--- config.mk ---
export PLATFORM = sky130hd
export DESIGN_NAME = luhn_card_number_checker_unit_flat
export DESIGN_NICKNAME = d
export VERILOG_FILES = /design/src/rtl/core/luhn_pkg.sv /design/src/rtl/core/luhn_ifs.sv /design/src/rtl/core/luhn_in_stage.sv /design/src/rtl/core/luhn_accum.sv /design/src/rtl/core/luhn_out_stage.sv /design/src/rtl/core/luhn_card_number_checker_unit.sv /design/src/flat_wrapper.sv
export VERILOG_INCLUDE_DIRS = /design/src /design/src/rtl/core
export SDC_FILE = /design/constraint.sdc
export NUM_CORES = 1
export LEC_CHECK = 0
export ABC_AREA = 1
export BUFFER_PORTS_ARGS = -buffer_cell sky130_fd_sc_hd__buf_2
export CORE_ASPECT_RATIO = 0.8
export CORE_MARGIN = 1
export CORE_UTILIZATION = 55
export DETAILED_ROUTE_END_ITERATION = 10
export PLACE_DENSITY = 0.74
export SYNTH_ARGS = -nofsm -noshare
export SYNTH_HDL_FRONTEND = slang
export SYNTH_HIERARCHICAL = 1
export SYNTH_SLANG_ARGS = --single-unit
--- constraint.sdc ---
create_clock -name clock -period 3.7 [get_ports clock]
set_input_delay 0.185 -clock clock [delete_from_list [all_inputs] [get_ports clock]]
set_output_delay 0.185 -clock clock [all_outputs]
set_load 0.02 [all_outputs]
--- src/rtl/core/luhn_card_number_checker_unit_assert.svh ---
// assertion macros for the card number checker
// no dependencies; included inside module bodies that check their own logic
`ifndef LUHN_CARD_NUMBER_CHECKER_UNIT_ASSERT_SVH
`define LUHN_CARD_NUMBER_CHECKER_UNIT_ASSERT_SVH

// same-cycle implication, disabled during reset
`define LUHN_ASSERT_NOW(label, clk, rst, ante, cons) \
   label: assert property (@(posedge clk) disable iff (rst) (ante) |-> (cons)) \
      else $error("luhn checker: same-cycle check failed");

// next-cycle implication, disabled during reset
`define LUHN_ASSERT_NEXT(label, clk, rst, ante, cons) \
   label: assert property (@(posedge clk) disable iff (rst) (ante) |=> (cons)) \
      else $error("luhn checker: next-cycle check failed");

`endif

--- src/rtl/core/luhn_pkg.sv ---
// shared types, constants and digit functions of the card number checker
// no dependencies
`default_nettype none

package luhn_pkg;

   // digit count limits
   localparam logic [4:0] SAT_COUNT = 5'd20;
   localparam logic [4:0] MIN_LEN   = 5'd13;
   localparam logic [4:0] MAX_LEN   = 5'd19;
   localparam logic [4:0] LEN_13    = 5'd13;
   localparam logic [4:0] LEN_15    = 5'd15;
   localparam logic [4:0] LEN_16    = 5'd16;
   localparam logic [4:0] LEN_TWO   = 5'd2;

   // ascii digit range
   localparam logic [7:0] ASCII_ZERO = 8'h30;
   localparam logic [7:0] ASCII_NINE = 8'h39;

   // card type codes
   localparam logic [2:0] CARD_UNKNOWN = 3'd0;
   localparam logic [2:0] CARD_PFX_3X  = 3'd1;
   localparam logic [2:0] CARD_PFX_5X  = 3'd2;
   localparam logic [2:0] CARD_LEAD_4  = 3'd3;
   localparam logic [2:0] CARD_PFX_60  = 3'd4;

   // input item
   typedef struct packed {
      logic [7:0] char_code;
      logic       last;
   } char_item_type;

   // result item
   typedef struct packed {
      logic       valid_res;
      logic [2:0] card_type;
      logic [4:0] digit_count;
   } result_type;

   // input stage status toward the accumulator
   typedef struct packed {
      logic valid;
      logic fire;
   } stage_status_type;

   // doubled digit with the digit-sum fold
   function automatic logic [3:0] dbl_digit(input logic [3:0] d);
      logic [4:0] v;
      v = {d, 1'b0};
      if (v > 5'd9) begin
         v = v - 5'd9;
      end
      return v[3:0];
   endfunction

   // sum of two values below ten, mod 10
   function automatic logic [3:0] add_mod10(input logic [3:0] a, input logic [3:0] b);
      logic [4:0] s;
      s = {1'b0, a} + {1'b0, b};
      if (s > 5'd9) begin
         s = s - 5'd10;
      end
      return s[3:0];
   endfunction

   // card type from the first two digits and the digit count
   function automatic logic [2:0] card_type_of(input logic [3:0] first,
                                               input logic [3:0] second,
                                               input logic [4:0] cnt);
      logic [2:0] t;
      t = CARD_UNKNOWN;
      if (cnt < LEN_TWO) begin
         t = CARD_UNKNOWN;
      end else if (first == 4'd3 && (second == 4'd4 || second == 4'd7)) begin
         t = (cnt == LEN_15) ? CARD_PFX_3X : CARD_UNKNOWN;
      end else if (first == 4'd5 && second >= 4'd1 && second <= 4'd5) begin
         t = (cnt == LEN_16) ? CARD_PFX_5X : CARD_UNKNOWN;
      end else if (first == 4'd4) begin
         t = (cnt == LEN_13 || cnt == LEN_16) ? CARD_LEAD_4 : CARD_UNKNOWN;
      end else if (first == 4'd6 && second == 4'd0) begin
         t = (cnt >= LEN_16 && cnt <= MAX_LEN) ? CARD_PFX_60 : CARD_UNKNOWN;
      end
      return t;
   endfunction

endpackage

`default_nettype wire

--- src/rtl/core/luhn_ifs.sv ---
// valid/ready channel interfaces for card characters and check results
// depends on luhn_pkg
`default_nettype none

interface luhn_req_if;
   import luhn_pkg::*;
   logic       valid;
   logic       ready;
   logic [7:0] char_code;
   logic       last;
   modport source(output valid, output char_code, output last, input ready);
   modport sink(input valid, input char_code, input last, output ready);
endinterface

interface luhn_rsp_if;
   import luhn_pkg::*;
   logic       valid;
   logic       ready;
   logic       valid_res;
   logic [2:0] card_type;
   logic [4:0] digit_count;
   modport source(output valid, output valid_res, output card_type, output digit_count,
                  input ready);
   modport sink(input valid, input valid_res, input card_type, input digit_count,
                output ready);
endinterface

`default_nettype wire

--- src/rtl/core/luhn_in_stage.sv ---
// input register for one character item and its advance control
// depends on luhn_pkg
`default_nettype none

module luhn_in_stage (
   input  logic                         clock,
   input  logic                         reset,
   input  logic                         req_valid,
   output logic                         req_ready,
   input  luhn_pkg::char_item_type      req_item,
   input  logic                         out_free,
   output luhn_pkg::char_item_type      stage_item,
   output luhn_pkg::stage_status_type   stage_status
);
   import luhn_pkg::*;

   logic          valid_ff;
   logic          valid_in;
   char_item_type item_ff;
   logic          fire;

   // a non-last item never needs the output register
   assign fire      = valid_ff && (!item_ff.last || out_free);
   assign req_ready = !valid_ff || fire;

   always_comb begin
      valid_in = valid_ff;
      if (req_ready) begin
         valid_in = req_valid;
      end
   end

   always_ff @(posedge clock) begin
      if (reset) begin
         valid_ff <= 1'b0;
      end else begin
         valid_ff <= valid_in;
      end
   end

   // payload register
   always_ff @(posedge clock) begin
      if (req_ready && req_valid) begin
         item_ff <= req_item;
      end
   end

   assign stage_item         = item_ff;
   assign stage_status.valid = valid_ff;
   assign stage_status.fire  = fire;

endmodule

`default_nettype wire

--- src/rtl/core/luhn_accum.sv ---
// running luhn sums, digit count and prefix digits; forms the result item
// depends on luhn_pkg
`default_nettype none

module luhn_accum (
   input  logic                         clock,
   input  logic                         reset,
   input  luhn_pkg::char_item_type      stage_item,
   input  luhn_pkg::stage_status_type   stage_status,
   output luhn_pkg::result_type         result
);
   import luhn_pkg::*;

   logic [3:0] sum_even_ff, sum_even_in, sum_even_upd;
   logic [3:0] sum_odd_ff,  sum_odd_in,  sum_odd_upd;
   logic [4:0] count_ff,    count_in,    count_upd;
   logic [3:0] first_ff,    first_in,    first_upd;
   logic [3:0] second_ff,   second_in,   second_upd;
   logic       is_digit;
   logic       take;
   logic [3:0] digit;
   logic [3:0] digit_dbl;
   logic [3:0] sum_sel;

   // digit detect and decode
   assign is_digit  = stage_item.char_code >= ASCII_ZERO && stage_item.char_code <= ASCII_NINE;
   assign digit     = stage_item.char_code[3:0];
   assign digit_dbl = dbl_digit(digit);
   assign take      = is_digit && (count_ff < SAT_COUNT);

   // state after taking this character
   always_comb begin
      sum_even_upd = sum_even_ff;
      sum_odd_upd  = sum_odd_ff;
      count_upd    = count_ff;
      first_upd    = first_ff;
      second_upd   = second_ff;
      if (take) begin
         if (count_ff[0]) begin
            sum_even_upd = add_mod10(sum_even_ff, digit);
            sum_odd_upd  = add_mod10(sum_odd_ff, digit_dbl);
         end else begin
            sum_even_upd = add_mod10(sum_even_ff, digit_dbl);
            sum_odd_upd  = add_mod10(sum_odd_ff, digit);
         end
         count_upd = count_ff + 5'd1;
         if (count_ff == 5'd0) begin
            first_upd = digit;
         end
         if (count_ff == 5'd1) begin
            second_upd = digit;
         end
      end
   end

   // result from the updated state
   assign sum_sel            = count_upd[0] ? sum_odd_upd : sum_even_upd;
   assign result.valid_res   = (count_upd >= MIN_LEN) && (count_upd <= MAX_LEN)
                               && (sum_sel == 4'd0);
   assign result.card_type   = card_type_of(first_upd, second_upd, count_upd);
   assign result.digit_count = count_upd;

   // commit on advance; the last item starts a fresh number
   always_comb begin
      sum_even_in = sum_even_ff;
      sum_odd_in  = sum_odd_ff;
      count_in    = count_ff;
      first_in    = first_ff;
      second_in   = second_ff;
      if (stage_status.valid && stage_status.fire) begin
         if (stage_item.last) begin
            sum_even_in = 4'd0;
            sum_odd_in  = 4'd0;
            count_in    = 5'd0;
            first_in    = 4'd0;
            second_in   = 4'd0;
         end else begin
            sum_even_in = sum_even_upd;
            sum_odd_in  = sum_odd_upd;
            count_in    = count_upd;
            first_in    = first_upd;
            second_in   = second_upd;
         end
      end
   end

   always_ff @(posedge clock) begin
      if (reset) begin
         sum_even_ff <= 4'd0;
         sum_odd_ff  <= 4'd0;
         count_ff    <= 5'd0;
         first_ff    <= 4'd0;
         second_ff   <= 4'd0;
      end else begin
         sum_even_ff <= sum_even_in;
         sum_odd_ff  <= sum_odd_in;
         count_ff    <= count_in;
         first_ff    <= first_in;
         second_ff   <= second_in;
      end
   end

endmodule

`default_nettype wire

--- src/rtl/core/luhn_out_stage.sv ---
// result register feeding the response channel
// depends on luhn_pkg
`default_nettype none

module luhn_out_stage (
   input  logic                   clock,
   input  logic                   reset,
   input  logic                   load,
   input  luhn_pkg::result_type   result,
   output logic                   out_free,
   output logic                   rsp_valid,
   input  logic                   rsp_ready,
   output luhn_pkg::result_type   rsp_result
);
   import luhn_pkg::*;

   logic       valid_ff;
   logic       valid_in;
   result_type result_ff;

   // free when empty or drained this cycle
   assign out_free = !valid_ff || rsp_ready;

   always_comb begin
      valid_in = valid_ff;
      if (load) begin
         valid_in = 1'b1;
      end else if (rsp_ready) begin
         valid_in = 1'b0;
      end
   end

   always_ff @(posedge clock) begin
      if (reset) begin
         valid_ff <= 1'b0;
      end else begin
         valid_ff <= valid_in;
      end
   end

   // payload register
   always_ff @(posedge clock) begin
      if (load) begin
         result_ff <= result;
      end
   end

   assign rsp_valid  = valid_ff;
   assign rsp_result = result_ff;

endmodule

`default_nettype wire

--- src/rtl/core/luhn_card_number_checker_unit.sv ---
// the result of a last character is formed while it sits in the input register and is then held in the result register
// throughput: one character item per cycle; a last character waits in the input
// register while the result register holds an item that is not being taken
// the sum update is one mod-10 add between the input register and result register
// reset: synchronous, active high; clears sums, count, prefix digits and valid flags
// depends on luhn_pkg, luhn_ifs, luhn_in_stage, luhn_accum, luhn_out_stage, luhn_card_number_checker_unit_assert.svh
`default_nettype none

module luhn_card_number_checker_unit (
   input  logic        clock,
   input  logic        reset,
   luhn_req_if.sink    req_chan,
   luhn_rsp_if.source  rsp_chan
);
   import luhn_pkg::*;

   char_item_type    req_item;
   char_item_type    stage_item;
   stage_status_type stage_status;
   result_type       result;
   result_type       rsp_result;
   logic             out_free;
   logic             load;

   assign req_item.char_code = req_chan.char_code;
   assign req_item.last      = req_chan.last;

   // input register
   luhn_in_stage u_in_stage (
      .clock        (clock),
      .reset        (reset),
      .req_valid    (req_chan.valid),
      .req_ready    (req_chan.ready),
      .req_item     (req_item),
      .out_free     (out_free),
      .stage_item   (stage_item),
      .stage_status (stage_status)
   );

   // checksum state and result logic
   luhn_accum u_accum (
      .clock        (clock),
      .reset        (reset),
      .stage_item   (stage_item),
      .stage_status (stage_status),
      .result       (result)
   );

   // only the last character of a number yields an item
   assign load = stage_status.valid && stage_status.fire && stage_item.last;

   // result register
   luhn_out_stage u_out_stage (
      .clock      (clock),
      .reset      (reset),
      .load       (load),
      .result     (result),
      .out_free   (out_free),
      .rsp_valid  (rsp_chan.valid),
      .rsp_ready  (rsp_chan.ready),
      .rsp_result (rsp_result)
   );

   assign rsp_chan.valid_res   = rsp_result.valid_res;
   assign rsp_chan.card_type   = rsp_result.card_type;
   assign rsp_chan.digit_count = rsp_result.digit_count;

   // checks
`include "luhn_card_number_checker_unit_assert.svh"

   `LUHN_ASSERT_NEXT(a_load_gives_item, clock, reset, load, rsp_chan.valid)
   `LUHN_ASSERT_NOW(a_valid_len, clock, reset, rsp_chan.valid && rsp_chan.valid_res,
                    rsp_chan.digit_count >= MIN_LEN && rsp_chan.digit_count <= MAX_LEN)
   `LUHN_ASSERT_NOW(a_load_needs_room, clock, reset, load, out_free)

endmodule

`default_nettype wire
--- src/flat_wrapper.sv ---
// flat-port wrapper written by rule: the top's interface ports become plain ports
module luhn_card_number_checker_unit_flat import luhn_pkg::*;
  (clock, reset, req_chan_valid, req_chan_char_code, req_chan_last, req_chan_ready, rsp_chan_valid, rsp_chan_valid_res, rsp_chan_card_type, rsp_chan_digit_count, rsp_chan_ready);
  luhn_req_if req_chan_i ();
  luhn_rsp_if rsp_chan_i ();
  input  logic clock;
  input  logic reset;
  input wire logic [$bits(req_chan_i.valid)-1:0] req_chan_valid;
  input wire logic [$bits(req_chan_i.char_code)-1:0] req_chan_char_code;
  input wire logic [$bits(req_chan_i.last)-1:0] req_chan_last;
  output wire logic [$bits(req_chan_i.ready)-1:0] req_chan_ready;
  output wire logic [$bits(rsp_chan_i.valid)-1:0] rsp_chan_valid;
  output wire logic [$bits(rsp_chan_i.valid_res)-1:0] rsp_chan_valid_res;
  output wire logic [$bits(rsp_chan_i.card_type)-1:0] rsp_chan_card_type;
  output wire logic [$bits(rsp_chan_i.digit_count)-1:0] rsp_chan_digit_count;
  input wire logic [$bits(rsp_chan_i.ready)-1:0] rsp_chan_ready;
  assign req_chan_i.valid = req_chan_valid;
  assign req_chan_i.char_code = req_chan_char_code;
  assign req_chan_i.last = req_chan_last;
  assign req_chan_ready = req_chan_i.ready;
  assign rsp_chan_valid = rsp_chan_i.valid;
  assign rsp_chan_valid_res = rsp_chan_i.valid_res;
  assign rsp_chan_card_type = rsp_chan_i.card_type;
  assign rsp_chan_digit_count = rsp_chan_i.digit_count;
  assign rsp_chan_i.ready = rsp_chan_ready;
  luhn_card_number_checker_unit u_core (.clock(clock), .reset(reset), .req_chan(req_chan_i), .rsp_chan(rsp_chan_i));
endmodule
---- Word level (Yosys, flattened, before mapping) ----
Index checks and enable logic that the tools add are counted.
word-level totals
  input bits .............................. 13
  flip-flop bits (word level) ............. 41
  logic and storage cells ................. 101
  output and inout bits ................... 11
cells by class
  add/sub/neg operators ................... 10
  magnitude comparators ................... 14
  equal/unequal tests ..................... 10
  reduce and logical (&&, ||, !) cells .... 25
  mux-type cells .......................... 30
operators with widths
  operator                                                           number
  two-way mux 4 bit                                                  18
  greater-than comparator 5 x 4 -> 1 bit, second input constant      5
  adder 4 x 4 -> 5 bit                                               4
  == test 4 x 3 -> 1 bit, second input constant                      5
  subtractor 4 bit, second input constant                            5
  two-way mux 3 bit                                                  5
  logical AND 1 bit                                                  13
  == test 5 x 4 -> 1 bit, second input constant                      2
  two-way mux 5 bit                                                  2
  greater-or-equal comparator 8 x 6 -> 1 bit, second input constant  1
  <= comparator 8 x 6 -> 1 bit, second input constant                1
  zero test 4 bit                                                    2
  adder 5 x 1 -> 5 bit, second input constant                        1
  == test 5 x 1 -> 1 bit, second input constant                      1
  == test 5 bit, second input constant                               1
  greater-or-equal comparator 5 x 4 -> 1 bit, second input constant  1
  greater-or-equal comparator 5 bit, second input constant           1
  <= comparator 5 bit, second input constant                         1
  zero test 5 bit                                                    1
  logical OR 1 bit                                                   5
  < comparator 5 x 2 -> 1 bit, second input constant                 1
  < comparator 5 bit, second input constant                          1
  == test 4 x 2 -> 1 bit, second input constant                      1
  greater-or-equal comparator 4 x 1 -> 1 bit, second input constant  1
  5 further kinds                                                    10

---- Logic depth before layout (Yosys ltp) ----
Gate-level depths: netlist (run 1).
  depth after elaboration ................. 11
  gate-level depth with buffers ........... 23
  depth with buffers taken out ............ 23

---- Hierarchy ----
The synthesis (run 1) kept the hierarchy.
by module, submodules not included
  module                         instances  area each (µm²)  cells each  seq. area each (µm²)
  luhn_accum                     1          2426.1           405         420.4
  luhn_in_stage                  1          346.6            19          290.3
  luhn_out_stage                 1          312.8            14          290.3
  luhn_card_number_checker_unit  1          13.8             3           0.0

---- Least setup slack after synthesis (run 1) ----
Ideal clock, no wire load.
  path kind ............................... register to register
  start point ............................. register u_core.u_in_stage.item_ff, in the netlist u_core/u_in_stage/stage_item[2]
  end point ............................... register u_core.u_out_stage.result_ff, in the netlist u_core/u_out_stage/rsp_result[8], data pin
  setup time .............................. 0.257 ns
  required time ........................... 3.443 ns
  slack ................................... 0.411 ns
  cell stages (with the launch flop) ...... 21
  clock period less this slack ............ 3.289 ns
  path buffers ............................ 0
  arrival ................................. 3.032 ns
  cell sequence ........................... edfxtp_1 > inv_1 > ha_1 > o21ai_0 > xor2_1 > fa_1 > inv_1 > ha_1 > inv_1 > nor2_1 > a21oi_1 > nand3_1 > nand2_1 > nand2_1 > nand3_1 > nand2_1 > nand2_1 > nand2_1 > nor2_1 > nand2_1 > a21oi_1
RTL lines
  element                 RTL line              RTL
  start, declared         luhn_in_stage.sv:19   char_item_type item_ff;
  start signal, assigned  luhn_in_stage.sv:44   item_ff <= req_item;
  end signal, assigned    luhn_out_stage.sv:44  result_ff <= result;
  end, declared           luhn_out_stage.sv:19  result_type result_ff;

==> impl_metrics.yaml, run 1 <==
floorplan:
  dieArea_sq_mm: 0.00594
  die_x_um: 85.9
  start_util: 0.570
  ios: 24
  die_h_um: 69.1
  num_rows: 24
  core_area_sq_mm: 0.00544
placement:
  gp_congestion: 0.894
  port_buffers: 23
  dp_hpwl_mm: 5.47
yosys:
  synthesis.area_sq_mm: 0.00310
  synth_common_cells: "140 x nand2_1, 55 x inv_1, 50 x nand3_1, 39 x a21oi_1, 26 x ha_1"
  syn_area_per_cell_sq_um: 7.03
  synth-edff-count: 18
  synth-main-ff-cell: "dfxtp_1"
  synth_top_area_frac: 0.174
  syn-num-nets: 484
  yosysMostFrequentCell: "nand2_1"
  yosys-top-cells-area: "edfxtp_1 17%, nand2_1 17%, dfxtp_1 15%"
  ys_seq_area_frac: 0.323
  yosys.area.top_type: "edfxtp_1"
  synthCells: 441
  yosys_warnings: 6
  synth_seq_cells: 41
  ys_async_sr_fraction: 0
  ys_types: 37
setup_path:
  rr_startpoint: "u_core/u_in_stage/stage_item[1]"
  crit_path_end: "u_core/u_out_stage/rsp_result[8]"
  worst-setup-path-type: "flop to flop"
  path_max_fanout: 5
  reg2reg_depth: 23
  r2r_end: "u_core/u_out_stage/rsp_result[8]"
  endpoint_kind: "flop"
  startpoint: "u_core/u_in_stage/stage_item[1]"
  crit_required_ps: 3860
  reg2reg_slack_ps: 360
  crit_path_start_kind: "flop"
  crit_arrival_ps: 3500
sta:
  setup_violations: 0
  max_freq_mhz: 299
  finalSetupTns_ps: 0
  fin_skew_ps: 5.30
  min_period_ps: 3340
  rsz0062_at_grt: "false"
  slew_viol_final: 0
  tightestPinTransition_ps: 776
  hold_viol: 0
  fin_crit_sh: 0.903
  max-slew-margin-rel: 0.482
route:
  wire_per_inst_um: 13.1
  drt-initial-drc-count: 287
  drc: 0
  ant_nets: 0
  vias_per_cell: 5.38
  drtPass1Iterations: 5
  num_vias: 2940
  wl_mm: 7.17
layout:
  n_antenna_cell: 0
  area_growth_pct: 9.77
  fin_util: 0.626
  drive_gt1_frac: 0.128
  nets: 510
pwr:
  irDropWorstVdd_v: 0.000241
  p_leak_nw: 1.61
  p_per_area_mw_per_mm2: 291
global_routing:
  grt_pass1_wl_mm: 12.4
  grt_pass1_vias: 2729
  antenna_found_initial: 0
  grt_usage: 0.263
  overflow: 0
  grt_max_degree: 24
clock_tree:
  cts_root_buffer: "clkbuf_8"
  cts_sinks: 41
  cts_hold_buf: 0
  clk_path_buf_depth: 2
  cts_buffers: 5
  insertion_delay_ps: 300
  cts_tree: "done"
  htreeDepth: 2
  clk_pin_slew_ps: 80
worst_hold_path:
  hold_class: "input pin to flop"
job:
  cap_violations: 0
run_status:
  status: "finished, final reports clean"
-- layer usage --
layer,global-route usage,wire [um],vias to the layer above
li1,-,-,1490
met1,0.375,3350,1337
met2,0.406,3150,105
met3,0.0599,607,8
met4,0.0593,59,0
met5,0,0,-
-- per-stage QoR --
stage	setup WS [ps]	total power [mW]	instances	hold slack [ps]	cell area (sq um)
after floorplan	411	0.641	441	247	3100
after global placement	314	0.683	537	362	3300
after detailed placement	179	0.690	537	363	3300
after CTS	169	0.991	545	50.6	3390
after global routing	1.74	1.04	546	45.9	3400
final	358	0.991	546	59.9	3400
-- layout by cell type (no fill, tap or decap), drive strengths merged, types with 6 or more instances in the layout --
cell    netlist  layout
clkbuf        6       6
dfxtp        23      23
inv          58      58
nand4         7       7
a21oi        41      41
nand2       143     143
o21ai        14      14
buf           4      29
or2           6       6
nand3        52      52
edfxtp       18      18
nor2         25      25
ha           26      26
-- what timing repair did --
action / 4_1_cts / 5_1_grt
buffers inserted: 0 / 1
resized for setup: 0 / 2
endpoints found under the setup margin: 0 / 3
-- layout make-up --
class	instances	area, sq um
fill	506	2030
timing repair buffer	29	160
inverter	59	221
sequential	41	1000
tap	78	97.6
multi-input combinational	331	1830
clock inverter	2	8.76
clock buffer	6	82.6
-- power breakdown --
group	internal [mW]	switching, mW	leakage (nW)
Sequential	0.481	0.00612	0.373
Clock	0.148	0.159	0.0486
Combinational	0.0709	0.127	1.19
Total	0.699	0.292	1.61
-- sequential cells by signal, summed over array words and instances (netlist names) --
name / count
u_core/u_in_stage/stage_item: 9
u_core/u_out_stage/rsp_result: 9
u_core/u_accum/count_ff: 5
u_core/u_accum/first_ff: 4
u_core/u_accum/second_ff: 4
u_core/u_accum/sum_even_ff: 4
u_core/u_accum/sum_odd_ff: 4
u_core/u_in_stage/valid_ff: 1
u_core/u_out_stage/rsp_valid: 1
-- critical path, cell delays in order, from the launching register on --
cell,delay (ps)
edfxtp_1,350
inv_1,100
ha_1,250
o21ai_1,260
buf_4,180
nor2_1,40
a21oi_1,190
ha_1,310
nand2_1,100
nand2_1,100
ha_1,230
inv_1,80
nor2_1,40
a21oi_1,100
nand3_1,120
nand2_1,120
nand2_1,60
nand2_1,50
nand2_1,50
nand3_1,80
nand2_1,70
nor2_1,80
nand2_1,80
a21oi_1,150
-- worst min-delay path by stage --
| stage | depth (start not counted) | startpoint | slack (ps) | end |
|---|---|---|---|---|
| global route | 1 | req_chan_char_code[4] | 50 | u_core/u_in_stage/stage_item[5] |
| global placement | 1 | req_chan_char_code[7] | 360 | u_core/u_in_stage/stage_item[8] |
| finish | 1 | req_chan_char_code[1] | 60 | u_core/u_in_stage/stage_item[2] |
| floorplan | 1 | reset | 250 | u_core/u_in_stage/valid_ff |
| detailed placement | 1 | req_chan_char_code[6] | 360 | u_core/u_in_stage/stage_item[7] |
| CTS | 1 | req_chan_char_code[6] | 50 | u_core/u_in_stage/stage_item[7] |
-- kinds of logic after synthesis --
logic type / synth area share
xor+xnor: 0.0109
simple gates: 0.337
compound gates: 0.110
fa+ha+maj: 0.131
flops: 0.323
buf+inv: 0.0888
(Power assumes the default switching activity.)
==> run 2: changes to the inputs <==
Settings changed: GPL_TIMING_DRIVEN set to 0, SLEW_MARGIN set to 10.
==> impl_metrics.yaml, run 2 (synthesized netlist as in run 1, its figures left out) <==
sta:
  whs_ps: 45.1
  max-slew-margin-rel: 0.461
  finalSetupTns_ps: 0
  hold_viol: 0
  tightestPinTransition_ps: 805
  fin_crit_sh: 0.930
  max_freq_mhz: 291
  min_period_ps: 3440
  slew_viol_final: 0
  setup_violations: 0
  fin_skew_ps: 11.1
layout:
  nets: 521
  fill_cells: 488
  drive_gt1_frac: 0.150
  stdcell_area_sq_mm: 0.00350
  area_growth_pct: 12.9
  final_cell_mix: "139 x nand2_1, 53 x inv_1, 50 x nand3_1"
  n_antenna_cell: 0
  final_common_cell: "nand2_1"
route:
  drt-initial-drc-count: 306
  wl_mm: 7.21
  vias_per_cell: 5.30
  drc: 0
  ant_nets: 0
  drtPass1Iterations: 6
  num_vias: 2953
  wire_per_inst_um: 13.0
global_routing:
  grt_pass1_wl_mm: 11.7
  grt_pass1_vias: 2605
  grt_usage: 0.251
  overflow: 0
  antenna_found_initial: 0
  grt_max_degree: 16
placement:
  port_buffers: 23
  dp_hpwl_mm: 5.42
  postPlaceCellArea_sq_mm: 0.00331
  gp_congestion: 0.831
pwr:
  p_clk_frac: 0.305
  p_per_area_mw_per_mm2: 288
  switchingPower_mw: 0.311
  irDropWorstVdd_v: 0.000258
  switching_share: 0.309
  p_int_mw: 0.696
  seq_power_share: 0.487
  p_leak_nw: 1.64
  pwr-share-comb: 0.209
  total_power_mw: 1.01
floorplan:
  start_util: 0.570
  die_x_um: 85.9
  core_area_sq_mm: 0.00544
  die_h_um: 69.1
  num_rows: 24
  ios: 24
  dieArea_sq_mm: 0.00594
setup_path:
  endpoint_kind: "flop"
  reg2reg_slack_ps: 260
  worst-setup-path-type: "flop to flop"
  crit_arrival_ps: 3600
  path_max_fanout: 5
  crit_path_start_kind: "flop"
  crit_required_ps: 3860
clock_tree:
  cts_tree: "done"
  htreeDepth: 2
  clk_path_buf_depth: 2
  insertion_delay_ps: 310
  cts_sinks: 41
  cts_root_buffer: "clkbuf_8"
  clk_pin_slew_ps: 90
  cts_buffers: 5
job:
  cap_violations: 0
run_status:
  status: "finished, final reports clean"
worst_hold_path:
  hold_class: "input pin to flop"
[run 2: cell count changes in the layout (fill, tap and decap cells not counted), moves of 2 or more]
cell | previous run | this run
inv_1 | 55 | 53
clkinvlp_4 | 0 | 2
buf_4 | 6 | 9
clkbuf_1 | 0 | 6
[run 2: worst max-delay path: stages, from the launching register on]
cell and delay [ps]:
edfxtp_1 500, clkinvlp_4 210, ha_4 210, o21ai_4 210
xor2_2 160, fa_1 460, nand2_1 80, nand2_1 110
ha_1 220, inv_1 100, nor2_1 50, a21oi_1 130
nand2_1 110, nand2_1 100, nand2_1 60, nand3_1 70
nand3_1 100, a21oi_1 190, nand3_1 110, a21oi_1 130
[run 2: power groups by stage]
stage | logic, mW | clock network, mW | registers (mW)
after global placement | 0.181 | 0 | 0.500
after CTS | 0.191 | 0.310 | 0.490
after floorplan | 0.144 | 0 | 0.497
after global routing | 0.240 | 0.331 | 0.491
after detailed placement | 0.188 | 0 | 0.501
final | 0.210 | 0.307 | 0.490
[run 2: path summary, 6_finish.rpt]
check                                                startpoint                          endpoint  depth (start not counted)
worst max-delay path            u_core/u_in_stage/stage_item[2]  u_core/u_out_stage/rsp_result[8]                         19
worst min-delay path                      req_chan_char_code[4]   u_core/u_in_stage/stage_item[5]                          1
worst max register to register  u_core/u_in_stage/stage_item[2]  u_core/u_out_stage/rsp_result[8]                         19
worst min register to register       u_core/u_accum/first_ff[2]        u_core/u_accum/first_ff[2]                          2
[run 2: final cells by class]
type / instances / area [sq um] / area share
Multi-Input combinational cell: 331 / 1860 / 0.532
Sequential cell: 41 / 1000 / 0.286
Inverter: 59 / 225 / 0.0644
Timing Repair Buffer: 30 / 168 / 0.0479
Tap cell: 78 / 97.6 / 0.0279
Clock buffer: 5 / 68.8 / 0.0197
Buffer: 10 / 53.8 / 0.0154
Clock inverter: 3 / 25.0 / 0.00715
[run 2: per-layer routing]
layer | share of wire | vias to the layer above | track usage | routed length (um)
met5 | 0 | - | 0 | 0
li1 | - | 1513 | - | -
met1 | 0.48 | 1315 | 0.365 | 3480
met2 | 0.44 | 105 | 0.387 | 3200
met4 | 0.018 | 0 | 0.0630 | 127
met3 | 0.057 | 20 | 0.0455 | 408
[run 2: repair_timing]
item	4_1_cts	5_1_grt
hold buffers	0	0
endpoints found under the setup margin	7	5
pin swaps	0	3
resized for setup	3	7
buffers inserted	0	7
[run 2: metrics by stage]
stage          setup WS (ps)   util  cells
2_1_floorplan            411      -    441
3_3_place_gp            -286  0.609    542
3_5_place_dp            -291  0.609    542
4_1_cts                 34.4  0.629    550
5_1_grt                -38.4  0.644    557
6_report                 259  0.644    557
